### src/hdl/itra_pkg.sv
// Shared types, constants and helpers for the integer-to-text converter.
package itra_pkg;

    // Configuration register indexes.
    localparam logic REG_RADIX     = 1'b0;
    localparam logic REG_MAX_CHARS = 1'b1;

    // Register widths and limits.
    localparam int RADIX_W   = 6;
    localparam int CHARS_W   = 7;
    localparam int CFG_W     = 7;
    localparam int CHAR_W    = 8;
    localparam int VALUE_W   = 64;
    localparam int STEP_BITS = 8;
    localparam int DIGIT_CAP = 64;
    localparam int PTR_W     = 6;

    localparam logic [RADIX_W-1:0] RADIX_RESET = 6'd10;
    localparam logic [RADIX_W-1:0] RADIX_MIN   = 6'd2;
    localparam logic [RADIX_W-1:0] RADIX_MAX   = 6'd36;
    localparam logic [CHARS_W-1:0] CHARS_RESET = 7'd64;
    localparam logic [CHARS_W-1:0] CHARS_MAX   = 7'd64;

    localparam logic [CHAR_W-1:0] CHAR_MINUS = 8'h2d;
    localparam logic [CHAR_W-1:0] CHAR_ZERO  = 8'h30;
    localparam logic [CHAR_W-1:0] CHAR_A     = 8'h61;
    localparam logic [CHAR_W-1:0] CHAR_NUL   = 8'h00;

    // Commands from the controller to the datapath.
    typedef struct packed {
        logic load;
        logic div_step;
        logic push;
        logic rd;
        logic emit_sign;
        logic emit_ovf;
        logic emit_digit;
    } itra_cmd_t;

    // Status from the datapath to the controller.
    typedef struct packed {
        logic div_last;
        logic q_zero;
        logic full;
        logic fits;
        logic negative;
        logic slot_free;
        logic last_digit;
    } itra_stat_t;

    // Map a digit value to its lower-case ASCII character.
    function automatic logic [CHAR_W-1:0] digit_char(input logic [RADIX_W-1:0] d);
        logic [CHAR_W-1:0] dx;
        dx = CHAR_W'(d);
        if (d < 6'd10) begin
            return CHAR_ZERO + dx;
        end else begin
            return CHAR_A + dx - 8'd10;
        end
    endfunction

endpackage

### src/hdl/itra_ctrl.sv
// Controller state machine for the integer-to-text converter.
module itra_ctrl
    import itra_pkg::*;
(
    input  logic       aclk,
    input  logic       aresetn,
    input  logic       s_tvalid,
    output logic       s_tready,
    input  itra_stat_t stat,
    output itra_cmd_t  cmd
);

    typedef enum logic [7:0] {
        ST_IDLE  = 8'b0000_0001,
        ST_DIV   = 8'b0000_0010,
        ST_PUSH  = 8'b0000_0100,
        ST_CHECK = 8'b0000_1000,
        ST_OVF   = 8'b0001_0000,
        ST_SIGN  = 8'b0010_0000,
        ST_READ  = 8'b0100_0000,
        ST_EMIT  = 8'b1000_0000
    } itra_state_t;

    itra_state_t state_reg, state_next;

    // State register.
    always_ff @(posedge aclk) begin
        if (!aresetn) begin
            state_reg <= ST_IDLE;
        end else begin
            state_reg <= state_next;
        end
    end

    assign s_tready = (state_reg == ST_IDLE);

    // Next state and command decode.
    always_comb begin
        state_next = state_reg;
        cmd        = '0;
        unique case (state_reg)
            ST_IDLE: begin
                if (s_tvalid) begin
                    cmd.load   = 1'b1;
                    state_next = ST_DIV;
                end
            end
            ST_DIV: begin
                cmd.div_step = 1'b1;
                if (stat.div_last) begin
                    state_next = ST_PUSH;
                end
            end
            ST_PUSH: begin
                cmd.push = 1'b1;
                if (stat.q_zero || stat.full) begin
                    state_next = ST_CHECK;
                end else begin
                    state_next = ST_DIV;
                end
            end
            ST_CHECK: begin
                priority if (!stat.fits) begin
                    state_next = ST_OVF;
                end else if (stat.negative) begin
                    state_next = ST_SIGN;
                end else begin
                    state_next = ST_READ;
                end
            end
            ST_OVF: begin
                if (stat.slot_free) begin
                    cmd.emit_ovf = 1'b1;
                    state_next   = ST_IDLE;
                end
            end
            ST_SIGN: begin
                if (stat.slot_free) begin
                    cmd.emit_sign = 1'b1;
                    state_next    = ST_READ;
                end
            end
            ST_READ: begin
                cmd.rd     = 1'b1;
                state_next = ST_EMIT;
            end
            ST_EMIT: begin
                if (stat.slot_free) begin
                    cmd.emit_digit = 1'b1;
                    state_next     = stat.last_digit ? ST_IDLE : ST_READ;
                end
            end
            default: begin
                state_next = ST_IDLE;
            end
        endcase
    end

endmodule

### src/hdl/itra_dp.sv
// Datapath: configuration, chunked divider, digit stack and output register.
module itra_dp
    import itra_pkg::*;
#(
    parameter int VALUE_BITS = 64
) (
    input  logic               aclk,
    input  logic               aresetn,
    input  logic               cfg_wr_en,
    input  logic               cfg_index,
    input  logic [CFG_W-1:0]   cfg_wr_data,
    input  logic [VALUE_W-1:0] s_tdata,
    input  itra_cmd_t          cmd,
    output itra_stat_t         stat,
    output logic               m_tvalid,
    input  logic               m_tready,
    output logic [CHAR_W-1:0]  m_tdata,
    output logic               m_tlast,
    output logic               m_tuser
);

    localparam int CHUNKS = (VALUE_BITS + STEP_BITS - 1) / STEP_BITS;
    localparam int DIV_W  = CHUNKS * STEP_BITS;
    localparam int CNT_W  = (CHUNKS > 1) ? $clog2(CHUNKS) : 1;
    localparam logic [CNT_W-1:0] CNT_LAST = CNT_W'(CHUNKS - 1);

    logic [RADIX_W-1:0] radix_reg;
    logic [CHARS_W-1:0] cap_reg;
    logic [DIV_W-1:0]   q_reg;
    logic [RADIX_W-1:0] rem_reg;
    logic [CNT_W-1:0]   cnt_reg;
    logic [CHARS_W-1:0] ndig_reg;
    logic               neg_reg;
    logic [CHAR_W-1:0]  mem [DIGIT_CAP];
    logic [CHAR_W-1:0]  rdata_reg;
    logic               valid_reg;
    logic [CHAR_W-1:0]  data_reg;
    logic               last_reg;
    logic               user_reg;

    logic [VALUE_BITS-1:0] raw;
    logic [VALUE_BITS-1:0] mag;
    logic [RADIX_W-1:0]    rem_next;
    logic [STEP_BITS-1:0]  qbits;
    logic [RADIX_W:0]      trial;
    logic [CHAR_W-1:0]     total;
    logic [PTR_W-1:0]      rd_addr;
    logic                  emit_any;

    // Configuration registers, kept in their clamped form.
    always_ff @(posedge aclk) begin
        if (!aresetn) begin
            radix_reg <= RADIX_RESET;
            cap_reg   <= CHARS_RESET;
        end else if (cfg_wr_en) begin
            unique case (cfg_index)
                REG_RADIX: begin
                    if (cfg_wr_data[RADIX_W-1:0] < RADIX_MIN) begin
                        radix_reg <= RADIX_MIN;
                    end else if (cfg_wr_data[RADIX_W-1:0] > RADIX_MAX) begin
                        radix_reg <= RADIX_MAX;
                    end else begin
                        radix_reg <= cfg_wr_data[RADIX_W-1:0];
                    end
                end
                REG_MAX_CHARS: begin
                    cap_reg <= (cfg_wr_data > CHARS_MAX) ? CHARS_MAX : cfg_wr_data;
                end
                default: begin
                end
            endcase
        end
    end

    // Sign and magnitude of the incoming value.
    assign raw = s_tdata[VALUE_BITS-1:0];
    assign mag = raw[VALUE_BITS-1] ? (~raw + VALUE_BITS'(1)) : raw;

    // Eight restoring division steps per cycle; the remainder stays below the radix.
    always_comb begin
        rem_next = rem_reg;
        qbits    = '0;
        trial    = '0;
        for (int i = 0; i < STEP_BITS; i++) begin
            trial = {rem_next, q_reg[DIV_W-1-i]};
            if (trial >= {1'b0, radix_reg}) begin
                rem_next           = RADIX_W'(trial - {1'b0, radix_reg});
                qbits[STEP_BITS-1-i] = 1'b1;
            end else begin
                rem_next = trial[RADIX_W-1:0];
            end
        end
    end

    // Dividend/quotient shift register, remainder, chunk and digit counters.
    always_ff @(posedge aclk) begin
        if (!aresetn) begin
            cnt_reg  <= '0;
            ndig_reg <= '0;
        end else if (cmd.load) begin
            cnt_reg  <= '0;
            ndig_reg <= '0;
        end else if (cmd.div_step) begin
            cnt_reg <= (cnt_reg == CNT_LAST) ? '0 : cnt_reg + CNT_W'(1);
        end else if (cmd.push) begin
            ndig_reg <= ndig_reg + CHARS_W'(1);
        end else if (cmd.emit_digit) begin
            ndig_reg <= ndig_reg - CHARS_W'(1);
        end
    end

    always_ff @(posedge aclk) begin
        if (cmd.load) begin
            q_reg   <= DIV_W'(mag);
            rem_reg <= '0;
            neg_reg <= raw[VALUE_BITS-1];
        end else if (cmd.div_step) begin
            q_reg   <= DIV_W'({q_reg, qbits});
            rem_reg <= rem_next;
        end else if (cmd.push) begin
            rem_reg <= '0;
        end
    end

    // Digit stack: least significant digit written first, read back from the top.
    assign rd_addr = ndig_reg[PTR_W-1:0] - PTR_W'(1);

    always_ff @(posedge aclk) begin
        if (cmd.push) begin
            mem[ndig_reg[PTR_W-1:0]] <= digit_char(rem_reg);
        end
        if (cmd.rd) begin
            rdata_reg <= mem[rd_addr];
        end
    end

    // Output register; it takes a new transaction when empty or being drained.
    assign emit_any = cmd.emit_sign | cmd.emit_ovf | cmd.emit_digit;

    always_ff @(posedge aclk) begin
        if (!aresetn) begin
            valid_reg <= 1'b0;
        end else if (emit_any) begin
            valid_reg <= 1'b1;
        end else if (m_tready) begin
            valid_reg <= 1'b0;
        end
    end

    always_ff @(posedge aclk) begin
        if (cmd.emit_ovf) begin
            data_reg <= CHAR_NUL;
            last_reg <= 1'b1;
            user_reg <= 1'b1;
        end else if (cmd.emit_sign) begin
            data_reg <= CHAR_MINUS;
            last_reg <= 1'b0;
            user_reg <= 1'b0;
        end else if (cmd.emit_digit) begin
            data_reg <= rdata_reg;
            last_reg <= (ndig_reg == CHARS_W'(1));
            user_reg <= 1'b0;
        end
    end

    assign m_tvalid = valid_reg;
    assign m_tdata  = data_reg;
    assign m_tlast  = last_reg;
    assign m_tuser  = user_reg;

    // Status back to the controller.
    assign total = CHAR_W'(ndig_reg) + CHAR_W'(neg_reg);

    assign stat.div_last   = (cnt_reg == CNT_LAST);
    assign stat.q_zero     = (q_reg == '0);
    assign stat.full       = (ndig_reg == CHARS_W'(DIGIT_CAP - 1));
    assign stat.fits       = (total <= CHAR_W'(cap_reg));
    assign stat.negative   = neg_reg;
    assign stat.slot_free  = !valid_reg || m_tready;
    assign stat.last_digit = (ndig_reg == CHARS_W'(1));

    // A result is only loaded when the output register can take it.
    a_emit_slot: assert property (@(posedge aclk) disable iff (!aresetn)
        emit_any |-> (!valid_reg || m_tready))
        else $error("result loaded over an untaken transaction");

    // The digit stack never grows past its depth.
    a_push_depth: assert property (@(posedge aclk) disable iff (!aresetn)
        cmd.push |-> (ndig_reg < CHARS_W'(DIGIT_CAP)))
        else $error("digit stack overrun");

    // A digit is only emitted while the stack holds one.
    a_emit_nonempty: assert property (@(posedge aclk) disable iff (!aresetn)
        cmd.emit_digit |-> (ndig_reg != '0))
        else $error("digit emitted from an empty stack");

    // An overflow result is a lone, final, empty character.
    a_ovf_form: assert property (@(posedge aclk) disable iff (!aresetn)
        cmd.emit_ovf |=> (m_tvalid && m_tlast && m_tuser && (m_tdata == CHAR_NUL)))
        else $error("malformed overflow result");

endmodule

### src/hdl/int_to_radix_ascii.sv
// Top level of the signed-integer to radix text converter.
//
//  Channel  Dir  Payload                                   Handshake
//  s_       in   tdata[63:0] = value (low VALUE_BITS used) tvalid/tready
//  m_       out  tdata[7:0] = char_code, tlast = last,     tvalid/tready
//                tuser = overflow
//  cfg_     in   cfg_index 0 = radix, 1 = max_chars        cfg_wr_en, no wait
//
//  With D digits and C = ceil(VALUE_BITS / 8), an item runs acceptance, D rounds of C divide
//  steps and a push, a check, then a read and an emit per digit; the shared divider retires
//  eight quotient bits a cycle. A leading minus sign adds one emit; an overflow result is a single emit.
//  Reset sets radix to 10 and the capacity to 64; no clearing pass is needed.
//  A stalled output holds the controller in the state that loads the next result; a new
//  item is taken once the last result of the previous one sits in the output register.
module int_to_radix_ascii
    import itra_pkg::*;
#(
    parameter int VALUE_BITS = 64
) (
    input  logic               aclk,
    input  logic               aresetn,
    input  logic               cfg_wr_en,
    input  logic               cfg_index,
    input  logic [CFG_W-1:0]   cfg_wr_data,
    input  logic               s_tvalid,
    output logic               s_tready,
    input  logic [VALUE_W-1:0] s_tdata,    // [63:0] value
    output logic               m_tvalid,
    input  logic               m_tready,
    output logic [CHAR_W-1:0]  m_tdata,    // [7:0] char_code
    output logic               m_tlast,
    output logic               m_tuser     // [0] overflow
);

    itra_cmd_t  cmd;
    itra_stat_t stat;

    // Sequencer.
    itra_ctrl u_ctrl (
        .aclk     (aclk),
        .aresetn  (aresetn),
        .s_tvalid (s_tvalid),
        .s_tready (s_tready),
        .stat     (stat),
        .cmd      (cmd)
    );

    // Divider, digit stack and output register.
    itra_dp #(
        .VALUE_BITS (VALUE_BITS)
    ) u_dp (
        .aclk        (aclk),
        .aresetn     (aresetn),
        .cfg_wr_en   (cfg_wr_en),
        .cfg_index   (cfg_index),
        .cfg_wr_data (cfg_wr_data),
        .s_tdata     (s_tdata),
        .cmd         (cmd),
        .stat        (stat),
        .m_tvalid    (m_tvalid),
        .m_tready    (m_tready),
        .m_tdata     (m_tdata),
        .m_tlast     (m_tlast),
        .m_tuser     (m_tuser)
    );

endmodule

### config.mk
export PLATFORM = sky130hd
export DESIGN_NAME = int_to_radix_ascii
export DESIGN_NICKNAME = d
export VERILOG_FILES = /design/src/hdl/itra_pkg.sv /design/src/hdl/itra_ctrl.sv /design/src/hdl/itra_dp.sv /design/src/hdl/int_to_radix_ascii.sv
export SDC_FILE = /design/constraint.sdc
export NUM_CORES = 1
export LEC_CHECK = 0
export ABC_AREA = 1
export ABC_CLOCK_PERIOD_IN_PS = 17070
export BUFFER_PORTS_ARGS = -buffer_cell sky130_fd_sc_hd__clkbuf_2
export CAP_MARGIN = 0
export CORE_MARGIN = 1.5
export CORE_UTILIZATION = 50
export CTS_CLUSTER_SIZE = 30
export DETAILED_ROUTE_END_ITERATION = 6
export GPL_ROUTABILITY_DRIVEN = 0
export PLACE_DENSITY = 0.66
export SYNTH_ARGS = -nofsm -noshare
export SYNTH_HDL_FRONTEND = slang
export SYNTH_SLANG_ARGS = --single-unit
### constraint.sdc
create_clock -name aclk -period 17.07 [get_ports aclk]
set_clock_uncertainty 0.2 [all_clocks]
set_input_delay 0.8535 -clock aclk [delete_from_list [all_inputs] [get_ports aclk]]
set_output_delay 0.8535 -clock aclk [all_outputs]
set_load 0.005 [all_outputs]
Word-level counts from Yosys, hierarchy flattened

Memory sizes are Yosys's and may differ from the RTL's. A register that Yosys moved wholly into a read port is not among the register bits.
Cells that the tools add are included.

$add $sub $neg: 17
Magnitude comparators: 13
Equality and inequality tests: 16
Mux-type cells: 58
Bitwise gates (word level): 6
Reduce and logical (&&, ||, !) cells: 15

Operators with widths:

| kind                                                | count |
|---|---|
| 2-to-1 mux 64 bit                                   | 3 |
| 2-to-1 mux 6 bit                                    | 14 |
| adder 64 x 1 -> 64 bit, second input constant       | 1 |
| zero test 64 bit                                    | 1 |
| 2-to-1 mux 8 bit                                    | 8 |
| NOT 64 bit                                          | 1 |
| case mux 8 bit (8 select lines)                     | 1 |
| >= comparator 7 x 6 -> 1 bit                        | 8 |
| subtractor 6 bit                                    | 8 |
| 2-to-1 mux 7 bit                                    | 5 |
| 2-to-1 mux 1 bit                                    | 25 |
| != test 2 bit, second input constant                | 5 |
| nonzero test 2 bit                                  | 5 |
| adder 7 x 1 -> 8 bit                                | 1 |
| adder 7 x 6 -> 8 bit, first input constant          | 1 |
| equality test 8 x 1 -> 1 bit, second input constant | 1 |
| equality test 8 x 2 -> 1 bit, second input constant | 1 |
| equality test 8 x 3 -> 1 bit, second input constant | 1 |
| equality test 8 x 4 -> 1 bit, second input constant | 1 |
| equality test 8 x 5 -> 1 bit, second input constant | 1 |
| equality test 8 x 6 -> 1 bit, second input constant | 1 |
| equality test 8 x 7 -> 1 bit, second input constant | 1 |
| equality test 8 bit, second input constant          | 1 |
| less-or-equal comparator 8 x 7 -> 1 bit             | 1 |
| 22 further kinds                                    | 29 |

Flip-flop bits (word level): 113
Memory bits (writable): 512
Input bits: 77
Output and inout bits: 12
Logic and storage cells: 139
Memories: 1

Memories:

| memory   | depth | bits a word | rd ports | clocked after Yosys merged registers in | write ports | line          | text |
|---|---|---|---|---|---|---|---|
| u_dp.mem | 64    | 8           | 1        | 1                                       | 1           | itra_dp.sv:34 | `logic [CHAR_W-1:0] mem [DIGIT_CAP];` |

Logic depth before layout (Yosys ltp)

Gate-level depths: netlist of the first run.

Depth after elaboration: 18
Depth in mapped cells: 91
Depth with buffers taken out: 89

Modules after synthesis

Synthesis of the first run repeated with hierarchy kept, for this count alone.

Cell total of the unflattened synthesis: 2725
Area, all modules: 30366.6 µm²

Modules (own cells, without submodules):

| module    | times used | cells an instance | area each (µm²) | seq. area each (µm²) |
|---|---|---|---|---|
| itra_dp   | 1          | 2622              | 29711.0         | 18367.6 |
| itra_ctrl | 1          | 103               | 655.6           | 160.2 |

Worst setup path after synthesis of the first run

Ideal clock, no wire load.

Path type: register to register
Start point: register u_dp.radix_reg[1]
End point: register u_dp.q_reg[0] (data pin)
Setup time: 0.260 ns
Arrival time: 12.947 ns
Required time: 16.610 ns
Slack: 3.663 ns
Stages on the path, launching flop included: 85
Path buffers: 3
Clock period less this slack: 13.407 ns
Cells stage by stage: dfxtp_1 -> inv_1 -> ha_1 -> nand2_2 -> nor2_4 -> nand2_4 -> nand3_2 -> nor2_2 -> or2_2 -> o21ai_0 -> ha_1 -> nand2_1 -> nor2_1 -> a31o_2 -> a21oi_4 -> nand3_2 -> buf_6 -> o21ai_0 -> (+49 left out) -> o21bai_1 -> a221oi_1 -> inv_1 -> nor2_4 -> nand3_1 -> nand2_1 -> inv_1 -> ha_1 -> a21oi_1 -> o21ai_0 -> a21oi_1 -> o21bai_1 -> nand2_1 -> nand2_1 -> inv_1 -> nand3_4 -> nand2_1 -> o21ai_0

Longest elaborated chain between the ends: 18
Elaborated cells between the ends (all ways): 25
Classes of those cells: add/sub (7); order compare (8); mux (10)

RTL lines:

| element                                                          | line                         | text |
|---|---|---|
| start: declaration                                               | itra_dp.sv:27                | `logic [RADIX_W-1:0] radix_reg;` |
| start signal: assignment                                         | itra_dp.sv:63                | `radix_reg <= cfg_wr_data[RADIX_W-1:0];` |
| subtractor 6 bit or >= comparator 7 x 6 -> 1 bit (tied branches) | itra_dp.sv:87, itra_dp.sv:86 |  |
| 2-to-1 mux 6 bit                                                 | itra_dp.sv:86                | `if (trial >= {1'b0, radix_reg}) begin` |
| subtractor 6 bit or >= comparator 7 x 6 -> 1 bit (tied branches) | itra_dp.sv:87, itra_dp.sv:86 |  |
| 2-to-1 mux 6 bit                                                 | itra_dp.sv:86                |  |
| subtractor 6 bit or >= comparator 7 x 6 -> 1 bit (tied branches) | itra_dp.sv:87, itra_dp.sv:86 |  |
| 2-to-1 mux 6 bit                                                 | itra_dp.sv:86                |  |
| subtractor 6 bit or >= comparator 7 x 6 -> 1 bit (tied branches) | itra_dp.sv:87, itra_dp.sv:86 |  |
| 2-to-1 mux 6 bit                                                 | itra_dp.sv:86                |  |
| (+2 left out)                                                    | --                           |  |
| >= comparator 7 x 6 -> 1 bit or subtractor 6 bit (tied branches) | itra_dp.sv:86, itra_dp.sv:87 |  |
| 2-to-1 mux 6 bit                                                 | itra_dp.sv:86                |  |
| subtractor 6 bit or >= comparator 7 x 6 -> 1 bit (tied branches) | itra_dp.sv:87, itra_dp.sv:86 |  |
| 2-to-1 mux 6 bit                                                 | itra_dp.sv:86                |  |
| >= comparator 7 x 6 -> 1 bit *                                   | itra_dp.sv:86                |  |
| 2-to-1 mux 1 bit *                                               | itra_dp.sv:86                |  |
| 2-to-1 mux 64 bit *                                              | itra_dp.sv:117               | `end else if (cmd.div_step) begin` |
| 2-to-1 mux 64 bit *                                              | itra_dp.sv:113               | `if (cmd.load) begin` |
| end signal: assignment                                           | itra_dp.sv:114               | `q_reg <= DIV_W'(mag);` |
| end signal: assignment                                           | itra_dp.sv:118               | `q_reg <= DIV_W'({q_reg, qbits});` |
| end: declaration                                                 | itra_dp.sv:29                | `logic [DIV_W-1:0] q_reg;` |

Mark *: on every way between the ends. The rest lies on a longest branch, timed or not. The select of a mux whose other input is x is not followed.
A chain may end at the register's enable or synchronous reset.

Worst setup path in the final report of the first run

Ends and elaborated chain as after synthesis.

==> results of run 1 <==
tightest hold or removal path: stages, from the launching register on:
cell and delay (ns):
dfxtp_1 0.32, nand2_1 0.06, nand2_1 0.04
cell usage after synthesis, types with 4 or more instances:
library cell,n,area (sq um)
inv_1,165,619
nor2_1,435,1630
a31oi_1,13,81.3
nand4_1,21,131
a22oi_1,5,37.5
o221ai_1,71,622
o32ai_1,57,499
buf_1,11,41.3
or2_2,4,25.0
xnor2_1,35,307
nor4_1,30,188
nand3_4,8,140
o221a_2,5,56.3
nand2_4,5,56.3
clkbuf_1,109,409
o21ai_1,8,40.0
o21a_1,4,30.0
nor2_2,7,43.8
dfxtp_1,48,961
mux2i_1,71,711
nor2_4,6,67.6
o21ai_0,246,1230
a21oi_1,66,330
fa_1,8,160
o21ai_2,4,35.0
nand2_1,294,1100
xor2_1,65,569
o31ai_1,6,45.0
a211oi_1,7,52.6
o211ai_1,54,405
nand2_2,12,75.1
buf_6,8,90.1
edfxtp_1,585,17600
nor3_1,26,130
inv_2,4,15.0
nand3_2,5,50.1
nand3_1,108,541
ha_1,67,838
area by class of cell:
type / instances / area, sq um
clock inverters: 31 / 206
multi-input cells: 1786 / 10700
fillers: 5095 / 26500
clock buffers: 90 / 1870
well taps: 782 / 978
repair buffers: 117 / 671
flip-flops and latches: 633 / 18500
inverters: 172 / 651
metrics by stage:
stage | cells | hold slack (ns)
2_1_floorplan | 2724 | 0.243
3_3_place_gp | 3490 | 0.246
3_5_place_dp | 3490 | 0.250
4_1_cts | 3611 | 0.265
5_1_grt | 3611 | 0.277
6_report | 3611 | 0.266
worst max path at each step:
stage / start / endpoint
CTS: u_dp.radix_reg[1] / u_dp.q_reg[0]
floorplan: u_dp.radix_reg[1] / u_dp.q_reg[0]
global route: u_dp.radix_reg[1] / u_dp.q_reg[0]
detailed placement: u_dp.radix_reg[1] / u_dp.q_reg[0]
global placement: u_dp.radix_reg[1] / u_dp.q_reg[0]
finish: u_dp.radix_reg[1] / u_dp.q_reg[0]
per-layer routing:
metal  part of all wire  global-route usage
met5                  0                   0
met4              0.031              0.0951
met3              0.071              0.0448
met2               0.48               0.409
met1               0.42               0.323
cells by family after synthesis:
kind of cell / after synthesis / synth area share
AND/OR/NAND/NOR: 971 / 0.142
flip-flops: 633 / 0.611
AO/OA/AOI/OAI: 569 / 0.121
buffers and inverters: 305 / 0.0407
XOR/XNOR: 100 / 0.0289
adder cells (fa/ha/maj): 75 / 0.0329
multiplexers: 71 / 0.0234
timing repair:
| action | in CTS | in global routing |
|---|---|---|
| hold buffers | 0 | 0 |
| setup endpoints to repair | 0 | 1 |
| resized for setup | 0 | 1 |
| buffers inserted | 0 | 0 |
==> flow_summary_export.csv, run 1 <==
group,metric,value,unit
cts,clock_insertion_delay_worst_skew,0.60,ns
yosys,synth.cell_area,0.0303,sq mm
drt,via_per_inst,5.92,
worst_hold_path,holdCritStartpoint,"u_dp.m_tuser",
setup_path,crit_path_max_incr_delay,0.66,ns
finish,layout.cells.most_common,"edfxtp_1",
yosys,ys_ff_latch,633,
setup_path,ff2ff_path_depth,80,
finish,syn_to_final_growth,10.9,%
sta,worst_slack,1.47,ns
global_route,total_routing_usage_reported_by_global_routing,0.247,
setup_path,timing_worst_setup_path_type,"register to register",
setup_path,r2r_start,"u_dp.radix_reg[1]",
finish,most-common-layout-cells,"edfxtp_1 (585), nor2_1 (434), nand2_1 (293)",
worst_hold_path,timing.hold.worst_endpoint,"u_dp.m_tuser",
placement,io_buffers,88,
drt,detail_route.iter0.violations,1821,
setup_path,critical_path.startpoint_type,"register",
sta,finalSetupViolCount,0,
floorplanning,die_y,249,microns
sta,hold_viol_final,0,
global_route,grt_antenna_before_repair,1,
floorplanning,io_pins,89,
sta,fmax,0.0641,GHz
placement,place_area,0.0316,sq mm
sta,final_max_slew_viol_count,0,
finish,share_of_post_route_cells_with_drive_strength_above_1,0.104,
cts,clk_pin_slew_worst_paths,0.06,ns
yosys,synth_edf_count,585,
worst_hold_path,worstHoldPathType,"register to register",
global_route,grt_pass1_wl,120000,microns
sta,finalCriticalPeriod,15.60,ns
sta,tightestPinTransition,1.25,ns
floorplanning,area_of_the_core,0.0601,sq mm
cts,cts-buffers-inserted,68,
yosys,syn-instance-count,2724,
floorplanning,die-area,0.0621,sq mm
sta,slew_headroom,0.161,
setup_path,regToRegSetupSlack,1.47,ns
drt,drtPass1Iterations,6,
yosys,syn_nets,2876,
yosys,ys.flop_type,"edfxtp_1",
cts,htree_num_levels,3,
setup_path,required,17.18,ns
global_route,first_global_vias,21300,
drt,vias,21400,
setup_path,timing.rr.end,"u_dp.q_reg[0]",
outcome,outcome,"completed",
drt,drc_errors,0,
setup_path,timing.critical_path.to_type,"register",
floorplanning,chipWidth,249,microns
setup_path,critical_path.top_delay_family,"compound AO/OA/AOI/OAI gates",
finish,largest_reg_flops,512,
flow_run,cap_violations,0,
sta,finalCritPeriodShare,0.914,
cts,clock_net_sink_count,633,
cts,clk_path_buf_depth,3,
setup_path,worst-path-stages,80,
finish,layout.cell_area.non_filler,0.0336,sq mm
setup_path,worst_ep_arrival_time,15.70,ns
global_route,grt_max_degree,203,
cts,cts_tree,"built",
sta,grt_setup_unrepaired,"false",
finish,antennaDiodeCount,0,
worst_hold_path,whs_path_depth,2,
drt,ant_nets,0,
yosys,post_synth.cell_area_avg,11.1,sq um
setup_path,critical_path_buf_inv_count,11,
placement,dpl.hpwl,48800,microns
drt,routed_wl,77000,microns
global_route,grt-ovfl-total,0,
yosys,ys_types,63,
cts,clock_tree.root_cell,"clkbuf_16",
placement,dp_worst_setup_slack,1.56,ns
yosys,synth.yosys.warnings,0,
setup_path,cpMostUsedCell,"a21oi_1",
yosys,synth_sequential_area_ratio,0.611,
setup_path,critical_path.max_fanout,15,
drt,wl_per_cell,21.3,microns
floorplanning,effective_utilization_at_floorplan,0.504,
yosys,ys_async_sr_fraction,0,
setup_path,critical-path-slowest-cell,"dfxtp_1",
sta,setup_total_negative_slack,0,ns
floorplanning,num_rows,90,
finish,num-nets-final,2930,
finish,finalCoreUtilization,0.559,
Power of run 1 is left out: the tool's default activity adds up to more than one toggle a clock period on the data nets, which glitch-free logic cannot reach.
==> inputs of run 2 (changes only) <==
--- a/config.mk
+++ b/config.mk
@@ -6,10 +6,9 @@
 export NUM_CORES = 1
 export LEC_CHECK = 0
 export ABC_AREA = 1
-export ABC_CLOCK_PERIOD_IN_PS = 17070
 export BUFFER_PORTS_ARGS = -buffer_cell sky130_fd_sc_hd__clkbuf_2
 export CAP_MARGIN = 0
-export CORE_MARGIN = 1.5
+export CORE_ASPECT_RATIO = 0.9
 export CORE_UTILIZATION = 50
 export CTS_CLUSTER_SIZE = 30
 export DETAILED_ROUTE_END_ITERATION = 6
==> flow_summary_export.csv, run 2 (synthesized netlist as in run 1, its figures left out) <==
group,metric,value,unit
setup_path,worst_ep_arrival_time,15.68,ns
finish,final_cell_count_no_fill,3604,
cts,clk_path_buf_depth,3,
outcome,outcome,"completed",
sta,tightestPinTransition,1.21,ns
drt,drc_errors,0,
cts,clock_insertion_delay_worst_skew,0.62,ns
setup_path,required,17.19,ns
cts,cts_tree,"built",
drt,ant_nets,0,
placement,dpl.hpwl,48000,microns
sta,hold_viol_final,0,
sta,slew_headroom,0.187,
drt,vias,21500,
sta,setup_total_negative_slack,0,ns
sta,worst_slack,1.51,ns
drt,wl_per_cell,20.9,microns
sta,finalSetupViolCount,0,
setup_path,crit_path_max_incr_delay,0.56,ns
cts,clock_net_sink_count,633,
cts,hold_buffers,0,
sta,fmax,0.0643,GHz
finish,num-nets-final,2930,
global_route,grt_pass1_wl,117000,microns
cts,post-cts-setup-buffers,0,
global_route,first_global_vias,21100,
sta,final_max_slew_viol_count,0,
floorplanning,area_of_the_core,0.0599,sq mm
floorplanning,num_rows,85,
setup_path,timing.critical_path.to_type,"register",
floorplanning,die_y,236,microns
finish,layout.cells.most_common,"edfxtp_1",
sta,grt_setup_unrepaired,"false",
finish,most-common-layout-cells,"edfxtp_1 (585), nor2_1 (434), nand2_1 (293)",
sta,finalCritPeriodShare,0.911,
setup_path,critical-path-slowest-cell,"a221oi_1",
finish,share_of_post_route_cells_with_drive_strength_above_1,0.106,
placement,io_buffers,88,
floorplanning,die-area,0.0617,sq mm
setup_path,timing_worst_setup_path_type,"register to register",
finish,syn_to_final_growth,10.6,%
setup_path,critical_path.startpoint_type,"register",
global_route,grt_max_degree,160,
placement,place.detailed.instances,3493,
sta,finalCriticalPeriod,15.56,ns
global_route,grt-ovfl-total,0,
drt,detail_route.iter0.violations,2602,
drt,drtPass1Iterations,6,
global_route,grt_antenna_before_repair,1,
finish,largest_reg_flops,512,
worst_hold_path,worstHoldPathType,"register to register",
finish,num-fill-cells,4984,
cts,clk_pin_slew_worst_paths,0.07,ns
floorplanning,effective_utilization_at_floorplan,0.507,
placement,dp_worst_setup_slack,1.49,ns
global_route,total_routing_usage_reported_by_global_routing,0.245,
drt,routed_wl,75400,microns
setup_path,critical_path.max_fanout,15,
drt,via_per_inst,5.96,
cts,cts-buffers-inserted,66,
cts,htree_num_levels,3,
flow_run,cap_violations,0,
cts,clock_tree.root_cell,"clkbuf_16",
floorplanning,io_pins,89,
floorplanning,chipWidth,262,microns
[run 2: changes by cell type in the layout (fill, tap and decap cells not counted), sizes merged]
cell / change
diode: +1
buf: +2
clkinvlp: +3
clkinv: -5
bufinv: -1
clkbuf: -8
[run 2: metal layers]
metal,vias up,wire length [microns],share of wire,GRT usage
li1,10000,-,-,-
met1,10500,32100,0.43,0.337
met2,882,35400,0.47,0.392
met3,139,5780,0.077,0.0464
met4,0,2120,0.028,0.0786
met5,-,0,0,0
[run 2: cell type report]
class                           count  area (sq um)  area share
Tap cell                          783           980      0.0292
Antenna cell                        1          2.50   0.0000746
Clock inverter                     28           209     0.00623
Inverter                          172           651      0.0194
Clock buffer                       82          1770      0.0529
Multi-Input combinational cell   1786         10700       0.319
Timing Repair Buffer              119           686      0.0204
Sequential cell                   633         18500       0.552
[run 2: metrics by stage]
step	util	hold WS [ns]	area, sq um
2_1_floorplan	-	0.243	30300
3_3_place_gp	0.527	0.240	31600
3_5_place_dp	0.527	0.247	31600
4_1_cts	0.560	0.257	33500
5_1_grt	0.560	0.279	33500
6_report	0.560	0.249	33600
[run 2: path summary, 6_finish.rpt]
path                                         from       endpoint  slack (ns)  cells past startpoint
worst max register to register  u_dp.radix_reg[1]  u_dp.q_reg[0]        1.51                     81
worst min-delay path                 u_dp.m_tuser   u_dp.m_tuser        0.25                      2
worst max-delay path            u_dp.radix_reg[1]  u_dp.q_reg[0]        1.51                     81
worst min register to register       u_dp.m_tuser   u_dp.m_tuser        0.25                      2
[run 2: critical path, delay by kind of cell, from the launching register on]
family / cells / cell delay (ns)
simple gates: 28 / 3.50
fa+ha+maj: 8 / 2.76
buf+inv: 12 / 1.47
flops: 1 / 0.54
compound gates: 33 / 6.78
[run 2: what timing repair did]
item                                   in CTS  in global routing
setup endpoints to repair                   0                  7
resized for setup                           0                  1
endpoints found under the hold margin       0                  0
Power of run 2 is left out for the same reason.
